--- src/rtl/core/qs_isqrt.sv ---
// Pipelined integer square root, one result bit per stage (31 stages).
// Uses qs_pkg for nothing but keeps the house order; side data travels unchanged.
`timescale 1ns / 1ps
`default_nettype none

module qs_isqrt #(
  parameter int SIDE_W = 1
) (
  input  wire logic              clk,
  input  wire logic              rst,
  input  wire logic              in_vld,
  input  wire logic [61:0]       in_val,
  input  wire logic [SIDE_W-1:0] in_side,
  output logic                   out_vld,
  output logic [30:0]            out_root,
  output logic [SIDE_W-1:0]      out_side
);

  localparam int STAGES = 31;

  logic              vld  [STAGES];
  logic [31:0]       rem  [STAGES];
  logic [30:0]       root [STAGES];
  logic [61:0]       val  [STAGES];
  logic [SIDE_W-1:0] side [STAGES];

  for (genvar j = 0; j < STAGES; j++) begin : g_stage
    logic              vld_in;
    logic [31:0]       rem_in;
    logic [30:0]       root_in;
    logic [61:0]       val_in;
    logic [SIDE_W-1:0] side_in;
    logic [33:0]       rem_sh;
    logic [33:0]       trial;
    logic              ge;

    if (j == 0) begin : g_first
      assign vld_in  = in_vld;
      assign rem_in  = '0;
      assign root_in = '0;
      assign val_in  = in_val;
      assign side_in = in_side;
    end else begin : g_next
      assign vld_in  = vld[j-1];
      assign rem_in  = rem[j-1];
      assign root_in = root[j-1];
      assign val_in  = val[j-1];
      assign side_in = side[j-1];
    end

    // bring down the next two radicand bits and try root*4+1
    assign rem_sh = {rem_in, val_in[61:60]};
    assign trial  = {1'b0, root_in, 2'b01};
    assign ge     = rem_sh >= trial;

    always_ff @(posedge clk) begin
      if (rst) begin
        vld[j] <= 1'b0;
      end else begin
        vld[j] <= vld_in;
      end
    end

    always_ff @(posedge clk) begin
      rem[j]  <= ge ? 32'(rem_sh - trial) : rem_sh[31:0];
      root[j] <= {root_in[29:0], ge};
      val[j]  <= {val_in[59:0], 2'b00};
      side[j] <= side_in;
    end
  end

  assign out_vld  = vld[STAGES-1];
  assign out_root = root[STAGES-1];
  assign out_side = side[STAGES-1];

endmodule

`default_nettype wire

--- config.mk ---
export PLATFORM = sky130hd
export DESIGN_NAME = qs_isqrt
export DESIGN_NICKNAME = d
export VERILOG_FILES = /design/src/rtl/core/qs_isqrt.sv
export SDC_FILE = /design/constraint.sdc
export NUM_CORES = 2
export LEC_CHECK = 0
export BUFFER_PORTS_ARGS = -buffer_cell sky130_fd_sc_hd__buf_2
export CAP_MARGIN = 20
export CORE_MARGIN = 2
export CORE_UTILIZATION = 41
export DETAILED_ROUTE_END_ITERATION = 10
export SLEW_MARGIN = 20
export SYNTH_ARGS = -nofsm -noshare
export SYNTH_HDL_FRONTEND = slang
export SYNTH_SLANG_ARGS = --single-unit
--- constraint.sdc ---
create_clock -name clk -period 3.3 [get_ports clk]
set_input_delay 0.66 -clock clk [delete_from_list [all_inputs] [get_ports clk]]
set_output_delay 0.66 -clock clk [all_outputs]
set_load 0.03 [all_outputs]
==> results.toml <==
[run_status]
outcome = "finished with violations"
violations = "setup timing"

[critical_path]
regToRegStartpoint = "rem[3][19]"
critPathKind = "register to register"
endpoint = "rem[4][23]"
cp_common_cell = "or4_4"
r2r_slack_ns = -0.25
end_kind = "register"
arrival_ns = 4.25
crit_chain = "or4_4, or4_4, or3_4, or3_4, or4_4, or4b_4, buf_6, nand4b_4, nor4_2, xor2_1"
r2r_end = "rem[4][23]"
worstSetupStartpoint = "rem[3][19]"
cp_max_fo = 8
slowest_delay_ns = 0.52
slowest_stage = "or4_4"
setup.worst_path.start_class = "register"
required_ns = 4.00
rr_worst_depth = 10

[job]
maxCapViolations = 0

[drt]
final_antenna_net_count = 0
drc = 0
routedWlPerCell_um = 15.6
drt_wl_total_um = 189000
via_per_inst = 4.96
vias = 60200
drt-initial-drc-count = 3411
drtPass1Iterations = 7

[layout]
fin_cells = 12100
fin_nets = 9699
fillCellCount = 19600
final_cell_mix = "dfxtp_1 (2401), inv_1 (656), a21oi_1 (583), nand2_1 (575), nor2_1 (558)"
seq_area_um2 = 48100
final_common_cell = "dfxtp_1"
syn2layout_area_growth_pct = 16.5
drive_gt1_share_pct = 9.01
fin_util_pct = 48.1
multi_input_area_um2 = 36600

[cts]
path_clk_slew_ns = 0.07
cts_max_level = 4
root_buffer = "clkbuf_16"
clkSinkCount = 2402
cts_tree = "built"
ctsLongestPathBuffers = 3
numCtsBuffers = 235
clock_latency_ns = 0.88

[sta]
relSlewSlack_pct = 46.0
fin_crit_ns = 3.55
rsz0062_at_grt = "true"
maxSlewViolCount = 0
tightest_slew_ns = 0.806
whs_ns = 0.259
setup_viol = 26
fin_tns_setup_ns = -5.19
fmax_mhz = 282
finalHoldViolations = 0
clock_skew_ns = 0.0689
fin_crit_sh_pct = 108
setup_ws_ns = -0.252

[floorplan]
row_count = 169
ios = 99
start_util_pct = 41.3
die_w_um = 466
coreArea_um2 = 212000
die_area_um2 = 217000
dieHeight_um = 466

[global_route]
grt_pass1_vias = 59800
antenna_found_initial = 2
grtUsageTotal_pct = 17.2
overflow = 0
grt_pass1_wl_um = 307000
grt_max_degree = 40

[yosys]
async_flop_share_pct = 0
synth_top_family_by_area = "simple AND/OR/NAND/NOR gates"
muxShareOfSynthArea_pct = 0.859
yosys.area.top_type_share_pct = 54.9
synthFlopType = "dfxtp_1"
synth_fa_ha_area_share_pct = 7.55
synth.largest_area_cell = "dfxtp_1"
syn_avg_cell_area_um2 = 10.1
synth_xor_area_share_pct = 7.51
synthSimpleGateAreaFrac_pct = 13.0
synth-edff-count = 0
ys_warn_count = 0
synth_compound_area_share_pct = 12.5
synth_cell_types = 88
syn_nets = 9265
yosysSeqAreaShare_pct = 54.9
synthTopCellsByArea = "dfxtp_1 (55%), ha_1 (7.5%), xor2_1 (4.1%)"
syn_area_um2 = 87600
synth-seq-cells = 2402
synthCells = 8671

[placement]
place_congestion = 0.883
port_buffers = 98
hpwlAfterDp_um = 145000
dpl.cell_count = 11600

[worst_hold_path]
min-delay-path-class = "input port to register"

[pwr]
total_leakage_power_nw = 47.8
peakVddDrop_mv = 0.546
power_density_nw_per_um2 = 767
worst min path at each step:
| stage | startpoint | to | slack (ns) | cells after the start |
|---|---|---|---|---|
| detailed placement | val[5][52] | val[6][54] | 0.31 | 0 |
| floorplan | side[0][9] | side[0][10] | 0.31 | 0 |
| global route | rst | vld[1][8] | 0.25 | 2 |
| global placement | val[20][41] | val[21][43] | 0.31 | 0 |
| finish | rst | vld[1][12] | 0.26 | 2 |
| CTS | rst | vld[1][12] | 0.20 | 2 |
synthesized netlist by cell type (36+ instances only):
cell and n:
o31ai_1 57, ha_1 528, xnor2_1 344, nand2b_1 100, clkbuf_1 169, nand2_1 576
o21ai_1 184, inv_1 656, and2_1 36, a21oi_1 585, nor4_1 119, nor3_1 195
o21a_1 98, o21bai_1 55, nand3_1 137, dfxtp_1 2402, a31oi_1 57, o21ai_0 261
nand4_1 119, xor2_1 407, mux2_1 46, a211oi_1 45, nor2_1 561, or3_1 90
nor2b_1 105, a21o_1 222, or4_1 54, and3_1 51
power by group:
group / internal, mW / total (mW) / switching [mW]
sequential: 33.7 / 37.3 / 3.58
clock: 16.3 / 27.7 / 11.4
combinational: 5.89 / 13.2 / 7.31
total: 55.9 / 78.2 / 22.3
timing repair:
item / in CTS / in global routing
endpoints found under the setup margin: 61 / 164
endpoints found under the hold margin: 65 / 0
hold buffers: 65 / 0
buffers inserted: 1 / 6
pin swaps: 3 / 8
gates resized for setup: 8 / 48
through the flow:
stage	setup WS (ns)	cell area [um^2]	total power, mW
finish	-0.252	102000	78.2
global route	-0.339	102000	82.5
CTS	-0.252	102000	79.1
detailed placement	-0.280	92700	50.9
global placement	-0.320	92700	50.7
floorplan	-0.191	87600	46.3
critical path: cells and delay by family (launching register included):
kind          cells  cell delay, ns
buf+inv           1            0.14
simple gates      8            2.76
flops             1            0.32
xor+xnor          1            0.14
state kept, by name, indices dropped and copies added (netlist names):
register  flops
rem         914
root        496
side         31
val         930
vld          31
per-layer routing:
metal,up-vias,track usage (%),share of wire (%)
met5,-,0,0
met4,0,5.54,2.9
met3,348,2.52,3.7
met2,1060,30.4,49
met1,28200,21.3,44
li1,30600,-,-
kinds of logic after synthesis:
group | after synthesis
AOI/OAI and AO/OA | 1778
xor gates and xnor gates | 751
adders and majority gates | 528
buffers and inverters | 851
DFF | 2402
muxes | 68
other | 1
and+or+nand+nor | 2292
final cells by class:
type	count	area share [%]
flip-flops and latches	2402	47.1
multi-input cells	5418	35.9
clock buffers	304	6.36
well taps	2821	3.46
repair buffers	374	2.84
inverters	674	2.48
clock inverters	132	1.83
diodes	1	0.00245
No activity file was read; power rests on OpenSTA's default activity.
