==> src/rtl/core/qs_pkg.sv <==
// Shared types and constants for the quaternion slerp pipeline.
// No dependencies; quaternion_slerp, qs_cordic and qs_div refer to it by scoped names.
`timescale 1ns / 1ps
`default_nettype none

package qs_pkg;

  // Q2.14 data, Q30 angles and weights
  localparam int FRAC_BITS = 14;
  localparam int WBITS     = 30;
  localparam int XW        = 34;   // CORDIC datapath width, signed

  localparam logic [14:0] ONE       = 15'(1 << FRAC_BITS);
  localparam logic [14:0] THR_RESET = 15'd16376;
  localparam logic [XW-1:0] INV_GAIN = XW'(652032874);

  // arctan(2^-i) in Q30, truncated
  localparam logic [31:0] ATAN_Q30 [32] = '{
    32'h3243F6A8, 32'h1DAC6705, 32'h0FADBAFC, 32'h07F56EA6, 32'h03FEAB76, 32'h01FFD55B,
    32'h00FFFAAA, 32'h007FFF55, 32'h003FFFEA, 32'h001FFFFD, 32'h000FFFFF, 32'h0007FFFF,
    32'h0003FFFF, 32'h0001FFFF, 32'h0000FFFF, 32'h00007FFF, 32'h00003FFF, 32'h00001FFF,
    32'h00000FFF, 32'h000007FF, 32'h000003FF, 32'h000001FF, 32'h000000FF, 32'h0000007F,
    32'h0000003F, 32'h0000001F, 32'h0000000F, 32'h00000007, 32'h00000003, 32'h00000001,
    32'h00000000, 32'h00000000
  };

  // Operands that ride along with every beat
  typedef struct packed {
    logic [3:0][16:0] a;   // start quaternion, sign-fixed, signed
    logic [3:0][15:0] b;   // end quaternion, signed
    logic [14:0]      t;   // clamped fraction
  } item_t;

  typedef struct packed {
    item_t       item;
    logic        gt;       // dot above threshold
    logic [30:0] d;        // clamped dot, Q30
  } root_side_t;

  typedef struct packed {
    item_t       item;
    logic        lin;      // take the linear blend
    logic [30:0] s;        // sin(theta), Q30
  } ang_side_t;

  typedef struct packed {
    logic        lin;
    logic [30:0] s;
  } wt_side_t;

endpackage

`default_nettype wire

==> src/rtl/core/qs_div.sv <==
// Pipelined restoring divider for the slerp weights: floor(num * 2^30 / den), capped at 1.0.
// Depends on qs_pkg for WBITS and XW; one quotient bit per stage after a classify stage.
`timescale 1ns / 1ps
`default_nettype none

module qs_div #(
  parameter int SIDE_W = 1
) (
  input  wire logic                         clk,
  input  wire logic                         rst,
  input  wire logic                         in_vld,
  input  wire logic signed [qs_pkg::XW-1:0] in_num,
  input  wire logic [30:0]                  in_den,
  input  wire logic [SIDE_W-1:0]            in_side,
  output logic                              out_vld,
  output logic [30:0]                       out_quo,
  output logic [SIDE_W-1:0]                 out_side
);

  localparam int QB     = qs_pkg::WBITS;
  localparam int STAGES = QB + 1;

  logic              vld  [STAGES];
  logic              zero [STAGES];
  logic              full [STAGES];
  logic [30:0]       rem  [STAGES];
  logic [30:0]       den  [STAGES];
  logic [QB-1:0]     quo  [STAGES];
  logic [SIDE_W-1:0] side [STAGES];

  // classify: sine at or below zero gives 0, sine at or above den gives 1.0
  always_ff @(posedge clk) begin
    if (rst) begin
      vld[0] <= 1'b0;
    end else begin
      vld[0] <= in_vld;
    end
  end

  always_ff @(posedge clk) begin
    zero[0] <= in_num <= 0;
    full[0] <= (in_num > 0) && (in_num >= $signed({3'b000, in_den}));
    rem[0]  <= in_num[30:0];
    den[0]  <= in_den;
    quo[0]  <= '0;
    side[0] <= in_side;
  end

  for (genvar j = 1; j < STAGES; j++) begin : g_step
    logic [31:0] r2;
    logic        ge;

    assign r2 = {rem[j-1], 1'b0};
    assign ge = r2 >= {1'b0, den[j-1]};

    always_ff @(posedge clk) begin
      if (rst) begin
        vld[j] <= 1'b0;
      end else begin
        vld[j] <= vld[j-1];
      end
    end

    always_ff @(posedge clk) begin
      rem[j]  <= ge ? 31'(r2 - {1'b0, den[j-1]}) : r2[30:0];
      quo[j]  <= {quo[j-1][QB-2:0], ge};
      zero[j] <= zero[j-1];
      full[j] <= full[j-1];
      den[j]  <= den[j-1];
      side[j] <= side[j-1];
    end
  end

  assign out_vld  = vld[STAGES-1];
  assign out_quo  = zero[STAGES-1] ? '0 :
                    full[STAGES-1] ? 31'(1) << QB : {1'b0, quo[STAGES-1]};
  assign out_side = side[STAGES-1];

endmodule

`default_nettype wire

==> config.mk <==
export PLATFORM = sky130hd
export DESIGN_NAME = qs_div
export DESIGN_NICKNAME = d
export VERILOG_FILES = /design/src/rtl/core/qs_pkg.sv /design/src/rtl/core/qs_div.sv
export SDC_FILE = /design/constraint.sdc
export NUM_CORES = 2
export LEC_CHECK = 0
export BUFFER_PORTS_ARGS = -buffer_cell sky130_fd_sc_hd__buf_2
export CAP_MARGIN = 20
export CORE_UTILIZATION = 40
export DETAILED_ROUTE_END_ITERATION = 8
export SKIP_LAST_GASP = 1
export SYNTH_ARGS = -nofsm -noshare
export SYNTH_HDL_FRONTEND = slang
export SYNTH_SLANG_ARGS = --single-unit
==> constraint.sdc <==
create_clock -name clk -period 4.3 [get_ports clk]
set_clock_uncertainty 0.05 [all_clocks]
set_input_delay 0.43 -clock clk [delete_from_list [all_inputs] [get_ports clk]]
set_output_delay 0.43 -clock clk [all_outputs]
set_load 0.005 [all_outputs]
==> flow_summary_export.csv <==
group,metric,value,unit
clocking,cts_tree,"yes",
logic_synthesis,synth_top_area_share,45.1,%
power,peakVddDrop,0.375,mV
worst_setup_path,cp.arrival,4.72,ns
clocking,clock_tree.root_cell,"clkbuf_16",
logic_synthesis,synth_nets,12600,
power,leakage,57.0,nW
logic_synthesis,yosys_register_bits,2449,
global_routing,first_global_vias,79300,
logic_synthesis,synth_async_sr_flop_share,0,%
final_layout,final_nets,12900,
timing,rsz0062_at_grt,"false",
logic_synthesis,synth_largest_area_cell,"dfxtp_1",
logic_synthesis,synth_common_cells,"dfxtp_1, inv_1, ha_1",
global_routing,antenna_found_initial,3,
timing,slew_violations,0,
worst_setup_path,startpoint_type,"register",
placed_design,gp_congestion,0.916,
final_layout,drive_above_1_share,8.74,%
hold_path,hold_class,"input port to register",
run_status,run_status,"finished, final reports clean",
clocking,htree_num_levels,5,
global_routing,grt_max_degree,61,
logic_synthesis,synth_flop_cell,"dfxtp_1",
route,drtAntennaViolNets,0,
logic_synthesis,synth.area.top_cells,"dfxtp_1, ha_1, inv_1",
placed_design,io_buffers,101,
final_layout,multiInputGateArea,0.0544,sq mm
power,total_power,0.109,W
global_routing,grt.overflow.total,0,
timing,setup_viol,0,
final_layout,final-seq-area,0.0490,sq mm
logic_synthesis,synth.distinct_cells,101,
worst_setup_path,cpMostUsedCell,"o31a_1",
logic_synthesis,syn_area,0.109,sq mm
logic_synthesis,syn_inst,11600,
clocking,clock_sinks,2449,
worst_setup_path,cpLargestDelayFamily,"compound AO/OA/AOI/OAI gates",
route,via_per_inst,5.13,
logic_synthesis,yosys_warnings,0,
global_routing,grt_pass1_wl,416000,um
floorplanning,dieArea,0.274,sq mm
clocking,clockBufferDepth,4,
logic_synthesis,yosysSeqAreaShare,45.1,%
timing,max-slew-margin-rel,32.0,%
route,vias,80100,
worst_setup_path,path_cells,"inv_1, ha_1, nor2b_1, o31a_1, o211a_1, o31a_1, o41a_1, a211oi_1, o211ai_4, buf_4, a22oi_1, o21ai_1, nor2_1",
floorplanning,die-width,523,um
floorplanning,io_pins,102,
worst_setup_path,crit_type,"register to register",
timing,min_period,3.97,ns
floorplanning,start_util,40.2,%
clocking,cts_buffers,267,
floorplanning,core_area,0.271,sq mm
worst_setup_path,crit_buf_inv,2,
route,drc,0,
route,drt-pass1-iter-count,6,
worst_setup_path,crit_required,5.06,ns
clocking,post_cts_resized,0,
timing,tightest_slew,1.02,ns
route,drt-wirelength-per-cell,16.7,um
timing,finalHoldViolCount,0,
worst_setup_path,slowest_delay,0.74,ns
logic_synthesis,synth_most_common_cell,"dfxtp_1",
route,first_iter_violations,4337,
floorplanning,die_h,523,um
timing,post-route-period-util,92.2,%
power,power_density,879,mW/mm^2
timing,max_freq,252,MHz
worst_setup_path,endpoint_kind,"register",
final_layout,fillCellCount,25600,
floorplanning,row_count,191,
global_routing,grt_usage,18.6,%
logic_synthesis,synth_edf_count,0,
worst_setup_path,critPathSlowestCell,"a211oi_1",
timing,setup_tns,0,ns
job,drv_cap,0,
clocking,clk_pin_slew,0.06,ns
worst_setup_path,path_max_fanout,16,
placed_design,dp_hpwl,203000,um
clocking,post-cts-setup-buffers,0,
logic_synthesis,avgSynthCellArea,9.41,sq um
route,routed_wl,260000,um
final_layout,fin_util,45.7,%
final_layout,syn2layout_area_growth,13.6,%
clocking,clk_latency,0.88,ns
flip-flops by register name (all words and copies together), names as in the netlist:
name  flops
side     31
quo     465
vld      31
den     930
rem     930
full     31
zero     31
per-layer routing:
metal,up-vias,global-route usage [%],routed length [um]
li1,40500,-,-
met1,37500,22.8,115000
met2,1618,33.2,127000
met3,515,2.34,9930
met4,0,6.72,8730
met5,-,0,0
cell families after synthesis:
family          count (synthesis)  share of synthesized area (%)
flops                        2449                           45.1
xor+xnor                      751                           6.05
compound gates               3034                           17.6
mux                           348                           3.58
simple gates                 2522                           11.0
fa+ha+maj                     989                           11.6
buf+inv                      1468                           5.14
worst paths after layout:
| path | endpoint | slack [ns] | from | depth (start not counted) |
|---|---|---|---|---|
| max | rem[0][216]$_DFF_P_ | 0.33 | den[0][157]$_DFF_P_ | 13 |
| min | zero[0][0]$_DFF_P_ | 0.11 | in_num[32] | 4 |
| max reg2reg | rem[0][216]$_DFF_P_ | 0.33 | den[0][157]$_DFF_P_ | 13 |
| min reg2reg | quo[16][8]$_DFF_P_ | 0.26 | quo[15][7]$_DFF_P_ | 0 |
per-stage QoR:
stage | cells | hold slack (ns) | worst slack, ns | cell area [sq um]
final | 15600 | 0.108 | 0.334 | 124000
after CTS | 15600 | 0.00874 | 0.225 | 124000
after global placement | 15100 | 0.260 | 0.245 | 114000
after floorplan | 11600 | 0.260 | 1.07 | 109000
after detailed placement | 15100 | 0.262 | 0.269 | 114000
after global routing | 15600 | 0.0880 | 0.0407 | 124000
layout by cell type (no fill, tap or decap), types with 132 or more instances in the layout:
cell and n:
mux2_2 328, clkbuf_16 273, nor3_1 141, nand2_1 802, o21ai_0 745, xor2_1 293
inv_1 1235, a21o_1 475, dfxtp_1 2449, nor2_1 644, ha_1 960, nor2b_1 161
a21oi_1 892, xnor2_1 458, nand3_1 152, nand4_1 132
layout make-up:
type                            instances  area share (%)
Antenna cell                            5          0.0101
Timing Repair Buffer                  246            1.52
Tap cell                             3570            3.62
Inverter                             1236            3.76
Multi-Input combinational cell       7644            44.0
Sequential cell                      2449            39.7
Clock inverter                        105            1.16
Clock buffer                          363            6.21
repair_timing:
item	in CTS	in global routing
hold endpoints to repair	96	0
hold buffers	67	0
endpoints found under the setup margin	0	0
worst min-delay path, stage by stage:
cell,delay (ns)
buf_2,0.10
or4_1,0.11
nor4_1,0.07
a41o_1,0.23
power breakdown:
part	internal (W)	leakage [nW]	switching, W	total [W]
clock	0.0140	4.44	0.00933	0.0233
sequential	0.0303	20.6	0.00428	0.0346
combinational	0.0226	31.9	0.0281	0.0507
Note: power is estimated with default switching activity, not from simulation.
